## config.mk

```make
export PLATFORM = sky130hd
export DESIGN_NAME = subscribe_connection_fsm
export DESIGN_NICKNAME = d
export VERILOG_FILES = /design/src/rtl/scfsm_pkg.sv /design/src/rtl/scfsm_step.sv /design/src/rtl/subscribe_connection_fsm.sv
export SDC_FILE = /design/constraint.sdc
export NUM_CORES = 1
export LEC_CHECK = 0
export BUFFER_PORTS_ARGS = -buffer_cell sky130_fd_sc_hd__buf_2
export CORE_ASPECT_RATIO = 1.75
export CORE_MARGIN = 3
export CORE_UTILIZATION = 45
export CTS_CLUSTER_DIAMETER = 200
export DETAILED_ROUTE_END_ITERATION = 8
export PLACE_DENSITY_LB_ADDON = 0.08
export SYNTH_ARGS = -nofsm -noshare
export SYNTH_HDL_FRONTEND = slang
export SYNTH_SLANG_ARGS = --single-unit
```

## constraint.sdc

```tcl
create_clock -name clock -period 2.2 [get_ports clock]
set_input_delay 0.44 -clock clock [delete_from_list [all_inputs] [get_ports clock]]
set_output_delay 0.44 -clock clock [all_outputs]
set_load 0.02 [all_outputs]
```

## src/rtl/scfsm_pkg.sv

```systemverilog
// Package for the subscription connection state machine.
// Holds request and response types, event, state and status codes.
// No dependencies.
package scfsm_pkg;

   // Event codes carried in the cmd field of a request.
   localparam logic [3:0] EV_CHANGED    = 4'd0;
   localparam logic [3:0] EV_RESTORED   = 4'd1;
   localparam logic [3:0] EV_HS_OK      = 4'd2;
   localparam logic [3:0] EV_HS_FAIL    = 4'd3;
   localparam logic [3:0] EV_RX_OK      = 4'd4;
   localparam logic [3:0] EV_RX_FAIL    = 4'd5;
   localparam logic [3:0] EV_DISCONNECT = 4'd6;
   localparam logic [3:0] EV_RECONNECT  = 4'd7;
   localparam logic [3:0] EV_UNSUB_ALL  = 4'd8;

   // Subscription status codes.
   localparam logic [2:0] SS_CONNECTED  = 3'd0;
   localparam logic [2:0] SS_CONN_ERR   = 3'd1;
   localparam logic [2:0] SS_DISCONN    = 3'd2;
   localparam logic [2:0] SS_CHANGED    = 3'd3;
   localparam logic [2:0] SS_DISC_UNEXP = 3'd4;

   // External state codes as reported in next_state.
   localparam logic [2:0] SC_UNSUB   = 3'd0;
   localparam logic [2:0] SC_HS      = 3'd1;
   localparam logic [2:0] SC_HS_FAIL = 3'd2;
   localparam logic [2:0] SC_HS_STOP = 3'd3;
   localparam logic [2:0] SC_RX      = 3'd4;
   localparam logic [2:0] SC_RX_FAIL = 3'd5;
   localparam logic [2:0] SC_RX_STOP = 3'd6;

   // Internal one-hot state encoding.
   typedef enum logic [6:0] {
      ST_UNSUB   = 7'b0000001,
      ST_HS      = 7'b0000010,
      ST_HS_FAIL = 7'b0000100,
      ST_HS_STOP = 7'b0001000,
      ST_RX      = 7'b0010000,
      ST_RX_FAIL = 7'b0100000,
      ST_RX_STOP = 7'b1000000
   } state_type;

   typedef struct packed {
      logic [3:0] cmd;
      logic       subscription_empty;
   } req_type;

   typedef struct packed {
      logic       accepted;
      logic [2:0] next_state;
      logic       emit_status;
      logic       emit_messages;
      logic [2:0] subscription_status;
      logic       keep_context;
   } rsp_type;

   // Maps the one-hot state onto the external 3-bit state code.
   function automatic logic [2:0] state_code(input state_type st);
      logic [2:0] code;
      begin
         case (st)
            ST_UNSUB:   code = SC_UNSUB;
            ST_HS:      code = SC_HS;
            ST_HS_FAIL: code = SC_HS_FAIL;
            ST_HS_STOP: code = SC_HS_STOP;
            ST_RX:      code = SC_RX;
            ST_RX_FAIL: code = SC_RX_FAIL;
            ST_RX_STOP: code = SC_RX_STOP;
            default:    code = SC_UNSUB;
         endcase
         return code;
      end
   endfunction

endpackage

```

## src/rtl/scfsm_step.sv

```systemverilog
// Transition decode of the subscription connection state machine.
// Purely combinational: current state, stored status and one request in, next values out.
// Depends on scfsm_pkg.
module scfsm_step (
   input  scfsm_pkg::state_type cur_state,
   input  logic [2:0]           cur_status,
   input  scfsm_pkg::req_type   req,
   output scfsm_pkg::state_type nxt_state,
   output logic [2:0]           nxt_status,
   output scfsm_pkg::rsp_type   rsp
);

   logic                 acc;
   logic                 emit_st;
   logic                 emit_msg;
   logic                 upd;
   logic [2:0]           new_st;
   logic                 sub_ev;
   logic                 empty;
   scfsm_pkg::state_type nxt;

   assign sub_ev = (req.cmd == scfsm_pkg::EV_CHANGED) || (req.cmd == scfsm_pkg::EV_RESTORED);
   assign empty  = req.subscription_empty;

   always_comb begin
      acc      = 1'b0;
      nxt      = cur_state;
      emit_st  = 1'b0;
      emit_msg = 1'b0;
      upd      = 1'b0;
      new_st   = scfsm_pkg::SS_CONNECTED;
      case (cur_state)
         scfsm_pkg::ST_UNSUB: begin
            if (sub_ev) begin
               acc = 1'b1;
               nxt = scfsm_pkg::ST_HS;
            end
         end
         scfsm_pkg::ST_HS: begin
            if (req.cmd == scfsm_pkg::EV_CHANGED) begin
               acc = 1'b1;
               nxt = empty ? scfsm_pkg::ST_UNSUB : scfsm_pkg::ST_HS;
            end else if (req.cmd == scfsm_pkg::EV_RESTORED) begin
               acc = 1'b1;
            end else if (req.cmd == scfsm_pkg::EV_HS_OK) begin
               acc     = 1'b1;
               nxt     = scfsm_pkg::ST_RX;
               emit_st = 1'b1;
               upd     = 1'b1;
               new_st  = scfsm_pkg::SS_CONNECTED;
            end else if (req.cmd == scfsm_pkg::EV_HS_FAIL) begin
               acc     = 1'b1;
               nxt     = scfsm_pkg::ST_HS_FAIL;
               emit_st = 1'b1;
               upd     = 1'b1;
               new_st  = scfsm_pkg::SS_CONN_ERR;
            end else if (req.cmd == scfsm_pkg::EV_DISCONNECT) begin
               acc = 1'b1;
               nxt = scfsm_pkg::ST_HS_STOP;
            end else if (req.cmd == scfsm_pkg::EV_UNSUB_ALL) begin
               acc = 1'b1;
               nxt = scfsm_pkg::ST_UNSUB;
            end
         end
         scfsm_pkg::ST_HS_FAIL: begin
            if (sub_ev) begin
               acc = 1'b1;
               nxt = empty ? scfsm_pkg::ST_UNSUB : scfsm_pkg::ST_HS;
            end else if (req.cmd == scfsm_pkg::EV_RECONNECT) begin
               acc = 1'b1;
               nxt = scfsm_pkg::ST_HS;
            end else if (req.cmd == scfsm_pkg::EV_UNSUB_ALL) begin
               acc = 1'b1;
               nxt = scfsm_pkg::ST_UNSUB;
            end
         end
         scfsm_pkg::ST_HS_STOP, scfsm_pkg::ST_RX_STOP: begin
            // Subscription edits while stopped are absorbed in place.
            if (sub_ev) begin
               acc = 1'b1;
            end else if (req.cmd == scfsm_pkg::EV_RECONNECT) begin
               acc = 1'b1;
               nxt = scfsm_pkg::ST_HS;
            end else if (req.cmd == scfsm_pkg::EV_UNSUB_ALL) begin
               acc = 1'b1;
               nxt = scfsm_pkg::ST_UNSUB;
            end
         end
         scfsm_pkg::ST_RX: begin
            if (sub_ev) begin
               acc     = 1'b1;
               emit_st = 1'b1;
               upd     = 1'b1;
               if (empty) begin
                  nxt    = scfsm_pkg::ST_UNSUB;
                  new_st = scfsm_pkg::SS_DISCONN;
               end else begin
                  new_st = scfsm_pkg::SS_CHANGED;
               end
            end else if (req.cmd == scfsm_pkg::EV_RX_OK) begin
               acc      = 1'b1;
               emit_msg = 1'b1;
            end else if (req.cmd == scfsm_pkg::EV_RX_FAIL) begin
               acc     = 1'b1;
               nxt     = scfsm_pkg::ST_RX_FAIL;
               emit_st = 1'b1;
               upd     = 1'b1;
               new_st  = scfsm_pkg::SS_DISC_UNEXP;
            end else if (req.cmd == scfsm_pkg::EV_DISCONNECT) begin
               acc     = 1'b1;
               nxt     = scfsm_pkg::ST_RX_STOP;
               emit_st = 1'b1;
               upd     = 1'b1;
               new_st  = scfsm_pkg::SS_DISCONN;
            end else if (req.cmd == scfsm_pkg::EV_UNSUB_ALL) begin
               acc     = 1'b1;
               nxt     = scfsm_pkg::ST_UNSUB;
               emit_st = 1'b1;
               upd     = 1'b1;
               new_st  = scfsm_pkg::SS_DISCONN;
            end
         end
         scfsm_pkg::ST_RX_FAIL: begin
            if (sub_ev || (req.cmd == scfsm_pkg::EV_RECONNECT)) begin
               acc = 1'b1;
               nxt = scfsm_pkg::ST_HS;
            end else if (req.cmd == scfsm_pkg::EV_UNSUB_ALL) begin
               acc = 1'b1;
               nxt = scfsm_pkg::ST_UNSUB;
            end
         end
         default: begin
            acc = 1'b0;
         end
      endcase
   end

   assign nxt_state  = nxt;
   assign nxt_status = upd ? new_st : cur_status;

   always_comb begin
      rsp.accepted            = acc;
      rsp.next_state          = scfsm_pkg::state_code(nxt);
      rsp.emit_status         = emit_st;
      rsp.emit_messages       = emit_msg;
      rsp.subscription_status = nxt_status;
      rsp.keep_context        = acc && (nxt != scfsm_pkg::ST_UNSUB);
   end

endmodule

```

## src/rtl/subscribe_connection_fsm.sv

```systemverilog
// Top level of the subscription connection state machine.
// Holds the state and status registers and a two-entry response buffer.
// Depends on scfsm_pkg and scfsm_step.

// Subscription connection state machine. Each request carries one event code and a flag
// that says whether the channel and channel group lists are both empty; the block answers
// every request with exactly one response holding the accepted flag, the resulting state,
// the status and message emission flags, the latest subscription status and the keep
// context flag. Events the current state does not handle return accepted low and change
// nothing. A request is taken in every cycle in which req_ready is high; its response is
// registered in the out register, which drives rsp, or, if that is still full after the
// drain, in the skid register behind it. The skid register absorbs one response while the
// consumer stalls, so req_ready drops only when both response registers are full. After
// reset the machine is unsubscribed and the stored status reads disconnected.
module subscribe_connection_fsm (
   input  logic               clock,
   input  logic               reset,
   input  logic               req_valid,
   output logic               req_ready,
   input  scfsm_pkg::req_type req_data,
   output logic               rsp_valid,
   input  logic               rsp_ready,
   output scfsm_pkg::rsp_type rsp_data
);

   scfsm_pkg::state_type state_ff;
   scfsm_pkg::state_type state_in;
   logic [2:0]           status_ff;
   logic [2:0]           status_in;

   scfsm_pkg::state_type step_state;
   logic [2:0]           step_status;
   scfsm_pkg::rsp_type   step_rsp;

   // Response buffer: out is the head shown on rsp, skid holds the one behind it.
   scfsm_pkg::rsp_type out_ff;
   scfsm_pkg::rsp_type out_in;
   logic               out_valid_ff;
   logic               out_valid_in;
   scfsm_pkg::rsp_type skid_ff;
   scfsm_pkg::rsp_type skid_in;
   logic               skid_valid_ff;
   logic               skid_valid_in;

   logic req_fire;
   logic rsp_fire;

   scfsm_step u_step (
      .cur_state  (state_ff),
      .cur_status (status_ff),
      .req        (req_data),
      .nxt_state  (step_state),
      .nxt_status (step_status),
      .rsp        (step_rsp)
   );

   assign req_ready = !skid_valid_ff;
   assign rsp_valid = out_valid_ff;
   assign rsp_data  = out_ff;
   assign req_fire  = req_valid && req_ready;
   assign rsp_fire  = out_valid_ff && rsp_ready;

   // The machine advances only on an accepted request.
   always_comb begin
      state_in  = req_fire ? step_state : state_ff;
      status_in = req_fire ? step_status : status_ff;
   end

   // Drain first, then place a new response in the first free slot so order is kept.
   always_comb begin
      out_in        = out_ff;
      out_valid_in  = out_valid_ff;
      skid_in       = skid_ff;
      skid_valid_in = skid_valid_ff;
      if (rsp_fire) begin
         if (skid_valid_ff) begin
            out_in        = skid_ff;
            skid_valid_in = 1'b0;
         end else begin
            out_valid_in = 1'b0;
         end
      end
      if (req_fire) begin
         if (!out_valid_in) begin
            out_in       = step_rsp;
            out_valid_in = 1'b1;
         end else begin
            skid_in       = step_rsp;
            skid_valid_in = 1'b1;
         end
      end
   end

   always_ff @(posedge clock) begin
      if (reset) begin
         state_ff      <= scfsm_pkg::ST_UNSUB;
         status_ff     <= scfsm_pkg::SS_DISCONN;
         out_valid_ff  <= 1'b0;
         skid_valid_ff <= 1'b0;
      end else begin
         state_ff      <= state_in;
         status_ff     <= status_in;
         out_valid_ff  <= out_valid_in;
         skid_valid_ff <= skid_valid_in;
      end
   end

   // Response payload registers need no reset; valid flags guard them.
   always_ff @(posedge clock) begin
      out_ff  <= out_in;
      skid_ff <= skid_in;
   end

endmodule
```

# [Yosys cells after proc, flatten, opt, wreduce, memory -nomap -nowiden]
# Index checks and enable logic that the tools add are counted.
[classes] mux=65 n_reduce_logical=10 eq_ne=22
[ops] operator="two-way mux 7 bit" count=16
[ops] operator="case mux 7 bit (6 select lines)" count=1
[ops] operator="two-way mux 10 bit" count=4
[ops] operator="two-way mux 1 bit" count=30
[ops] operator="two-way mux 3 bit" count=8
[ops] operator="case mux 3 bit (6 select lines)" count=1
[ops] operator="equality test 4 x 3 -> 1 bit, second input constant" count=4
[ops] operator="equality test 7 x 2 -> 1 bit, second input constant" count=2
[ops] operator="equality test 7 x 3 -> 1 bit, second input constant" count=2
[ops] operator="equality test 7 x 4 -> 1 bit, second input constant" count=2
[ops] operator="equality test 7 x 5 -> 1 bit, second input constant" count=2
[ops] operator="equality test 7 x 6 -> 1 bit, second input constant" count=2
[ops] operator="equality test 7 bit, second input constant" count=2
[ops] operator="equality test 4 x 2 -> 1 bit, second input constant" count=2
[ops] operator="equality test 7 x 1 -> 1 bit, second input constant" count=1
[ops] operator="inequality test 7 x 1 -> 1 bit, second input constant" count=1
[ops] operator="case mux 3 bit (2 select lines)" count=1
[ops] operator="case mux 1 bit (5 select lines)" count=1
[ops] operator="equality test 4 x 1 -> 1 bit, second input constant" count=1
[ops] operator="equality test 4 bit, second input constant" count=1
[ops] operator="zero test 4 bit" count=1
[ops] operator="two-way mux 2 bit" count=2
[ops] operator="logical AND 1 bit" count=3
[ops] operator="OR reduction 3 bit" count=1
[ops] operator="other kinds (5)" count=6
[word_totals] in_bits=9 out_inout_bits=12 ff_bits=32

# [Longest topological paths before layout]
[logic_depth] ltp_word=12 depth_mapped=9 mapped_depth_nobuf=7

# [Cells and area by module]
# A second synthesis with hierarchy kept.
[hier_totals] cells_unflattened=289 area_unflattened_um2=2301.0
[by_module_without_submodules] mod="subscribe_connection_fsm" area_each_um2=1197.4 seq_area_each_um2=740.7 n_inst=1 cells_each=122
[by_module_without_submodules] mod="scfsm_step" area_each_um2=1103.6 seq_area_each_um2=0.0 n_inst=1 cells_each=167

# [Least setup slack after synthesis]
# OpenSTA, ideal clock, no wires.
[synth_timing] path_kind="reg2reg" startpoint="reg state_ff[6]" endpoint="reg skid_ff[8] (netlist name) (data pin)" setup_ns=0.252 period_less_slack_ns=2.398 slack_ns=-0.198 stages_incl_launch_ff=9 arrival_ns=2.146 cell_sequence="dfxtp_1 clkbuf_1 or4_1 nor4_1 o21ai_0 nor2b_1 o211ai_1 o211a_1 nor2_1"
[synth_rtl] item="start, declared" line_no="subscribe_connection_fsm.sv:26" rtl="scfsm_pkg::state_type state_ff;"
[synth_rtl] item="start signal, assigned" line_no="subscribe_connection_fsm.sv:96" rtl="state_ff <= scfsm_pkg::ST_UNSUB;"
[synth_rtl] item="start signal, assigned" line_no="subscribe_connection_fsm.sv:101" rtl="state_ff <= state_in;"
[synth_rtl] item="end signal, assigned" line_no="subscribe_connection_fsm.sv:111" rtl="skid_ff <= skid_in;"
[synth_rtl] item="end, declared" line_no="subscribe_connection_fsm.sv:40" rtl="scfsm_pkg::rsp_type skid_ff;"

==> impl_summary.log <==
[metrics] RSZ-0062 raised after global routing: yes
[metrics] pre-CTS worst setup slack: -0.312 ns
[metrics] proportion of layout cells with a drive suffix above 1: 38.4%
[metrics] cells after synthesis: 275
[metrics] accumulated negative setup slack: -0.818 ns
[metrics] number of nets in the layout: 367
[metrics] Initial Utilization: 46.5%
[metrics] Initial DRC Count: ~110
[metrics] post-route clock period utilization: 110%
[metrics] number of global-route vias before repair: 2465
[metrics] number of hold violations in the final report: 0
[metrics] final critical delay including setup and external delays: 2.43 ns
[metrics] cell row count: 33
[metrics] sequential share of the synthesized area: 33.9%
[metrics] type of the setup path with the least slack: flop to flop
[metrics] per-instance average area after synthesis: 7.95 um^2
[metrics] crit path launch: state_ff[3]
[metrics] parity-gate share of the synthesized area counting xor and xnor cells: 0.801%
[metrics] number of H-tree levels: 2
[metrics] Syn Nets: 284
[metrics] PnR worst setup slack: -0.226 ns
[metrics] horizontal extent of the die: 58.7 um
[metrics] ant diodes: 0
[metrics] first-pass GRT wire length: 11.7 mm
[metrics] proportion of netlist area held by the largest area contributor: 20.1%
[metrics] upper clock frequency limit: 0.412 GHz
[metrics] type of the most critical hold path: input port to flop
[metrics] Syn Std Cell Area: ~2200 um^2
[metrics] multiplexer area fraction after synthesis: 6.24%
[metrics] number of flops mapped to enable cells by yosys: 10
[metrics] pin count of the biggest net entering global routing: 21
[metrics] Residual DRC: 0
[metrics] antenna violations before repair: 0
[metrics] combined global-route utilization of all metal layers: 26.2%
[metrics] post-synthesis adder-cell area fraction: 0%
[metrics] post-route core utilization: 65.8%
[metrics] cells along the critical path: buf_4 -> buf_4 -> xor2_1 -> nand3_1 -> a211oi_1 -> or4_1 -> nor4_1 -> buf_4 -> nand3_1 -> o22ai_2
[metrics] Die Y-Extent: around 98 um
[metrics] switching share of power: 28.4%
[metrics] placed wire-length estimate after detailed placement: between 5 and 6 mm
[metrics] most frequent cells in the layout: 75 x buf_4, 28 x nor2_1, 21 x a21oi_1
[metrics] ratio of routed vias to standard cells: 5.98
[metrics] total wire length: 7.16 mm
[metrics] worst hold-check slack: 0.357 ns
[metrics] warnings from Yosys: 0
[metrics] worst endpoint data arrival time: 2.64 ns
[metrics] total power after layout: 1.79 mW
[metrics] count of nets left with antenna violations after detail routing: 0
[metrics] Flop pwr share: 37.5%
[metrics] final setup violating endpoints: 10
[metrics] pins over their slew limit: 0
[metrics] tightest slew margin relative to the limit: 61.1%
[metrics] basic-gate share of the synthesized area counting and, or, nand and nor cells: 26.5%
[metrics] actual transition at the worst max-transition pin: 0.579 ns
[metrics] Setup crit start kind: flop
[metrics] grt total ovfl: 0
[metrics] num ports: 21
[metrics] leakage power of the design: around 1.4 nW
[metrics] fraction of the mapped netlist area in compound gates: 27.2%
[metrics] # fillers: around 420
[metrics] FF-to-FF Start: state_ff[3]
[metrics] predominant post-synthesis flop cell: dfxtp_1
[metrics] ratio of total power to cell area: 578 nW/um^2
[metrics] peak supply drop: 0.580 mV
[metrics] most frequent standard cell in the layout excluding fill and tap cells: buf_4
[metrics] number of buffers on the longest clock path: 2
[metrics] Core Area: 4710 um^2
[metrics] Clk Tree Root Cell: clkbuf_8
[metrics] max-cap viol count: 0
[metrics] gp weighted congestion: 1.01
[metrics] worst clock skew: 0.00746 ns
[metrics] startpoint of the most critical hold path: rsp_ready
[metrics] main area contributors after synthesis: dfxtp_1 20%, edfxtp_1 14%, a21oi_1 5.3%
[metrics] number of buffers added by the clock tree synthesis step: 5
[metrics] combinational family with the most area after synthesis: compound AO/OA/AOI/OAI gates
[metrics] CTS clock-pin slew for the worst setup and hold paths: 0.07 ns
[metrics] Psw: 0.508 mW
[metrics] share of synthesized registers carrying an async set or reset: 0%
[metrics] overall via count from detail_route: 2457
[metrics] total of buffers placed on input and output ports: 20
[metrics] master of the slowest instance on the critical path: or4_1
[metrics] Sink Count: 32
[metrics] library cells used by synthesis: 51
[metrics] power share of the clock group: 34.8%
[metrics] cell repeated most along the worst path: buf_4
[metrics] largest area contributor in the netlist: dfxtp_1
[metrics] CTS tree: yes
[metrics] Die ar.: ~5800 um^2
[metrics] Comb power frac: roughly 28%
[metrics] WL per Instance: 17.4 um
[metrics] violations in the final reports: setup timing
[metrics] data required time at the worst endpoint: 2.41 ns
[metrics] result of the run: finished with violations
[metrics] later-pin clock latency in the skew report: 0.29 ns
[metrics] flop and latch count out of synthesis: 32
[metrics] quantity of hold-fixing buffers added after cts: 0
[metrics] Pint: roughly 1.3 mW
[metrics] delay contributed by the slowest stage of the critical path: 0.53 ns
[metrics] sort of element at the end of the critical path: flop
[metrics] area grow syn2layout: 41.7%
[metrics] drt first pass iters: 4
[metrics] largest driver fanout on the critical path: 11
[final timing paths]
path	to	slack, ns	cells past startpoint
worst max-delay path	rsp_data[8]	-0.23	10
worst min-delay path	skid_valid_ff	0.36	2
worst max register to register	rsp_data[8]	-0.23	10
worst min register to register	status_ff[1]	0.51	2
[stage by stage]
step	instance area (um^2)	instances
3_3_place_gp	2830	398
6_report	3100	411
5_1_grt	3100	411
3_5_place_dp	2830	398
4_1_cts	3010	408
2_1_floorplan	2210	275
[power by group through the flow]
stage | registers [mW] | logic, mW | clock network (mW)
3_3_place_gp | 0.682 | 0.453 | 0
2_1_floorplan | 0.704 | 0.238 | 0
4_1_cts | 0.671 | 0.468 | 0.630
3_5_place_dp | 0.684 | 0.456 | 0
6_report | 0.672 | 0.496 | 0.623
5_1_grt | 0.677 | 0.541 | 0.658
[metal layers]
layer	GRT usage, %	routed length [um]	vias up
met5	0	0	-
met4	15.5	378	0
met3	3.31	190	38
met2	47.1	3930	72
met1	27.9	2660	1150
li1	-	-	1197
[cells by family after synthesis]
logic type,after synthesis
flip-flops,32
XOR/XNOR,2
AO/OA/AOI/OAI,89
buffers and inverters,30
AND/OR/NAND/NOR,109
multiplexers,13
[synthesized netlist by cell type (all sizes together) (9+ instances only)]
cell / number
nor2: 29
nor3: 9
clkbuf: 16
o21ai: 19
nand2: 14
inv: 10
dfxtp: 22
nand3: 9
nand2b: 10
edfxtp: 10
a21oi: 23
[registers in the layout, summed over array words and instances (netlist names)]
signal / flops
status_ff: 3
state_ff: 7
rsp_valid: 1
skid_ff: 10
skid_valid_ff: 1
rsp_data: 10
[cell type report]
cell class	instances	area [um^2]	area share [%]
multi-input cells	213	1450	46.8
flip-flops and latches	32	744	24.0
repair buffers	96	674	21.8
clock buffers	7	96.3	3.11
well taps	52	65.1	2.10
inverters	10	37.5	1.21
clock inverters	1	30.0	0.969
[critical path: cells and delay by family, from the launching register on]
family,cells,cell delay [ns]
buf+inv,3,0.49
xor+xnor,1,0.16
compound gates,2,0.24
flops,1,0.33
simple gates,4,1.13
[timing repair]
item,4_1_cts,5_1_grt
setup buffers,2,3
gates resized for setup,8,16
pin swaps,5,4
endpoints found under the setup margin,15,23
No activity file was read; power rests on OpenSTA's default activity.
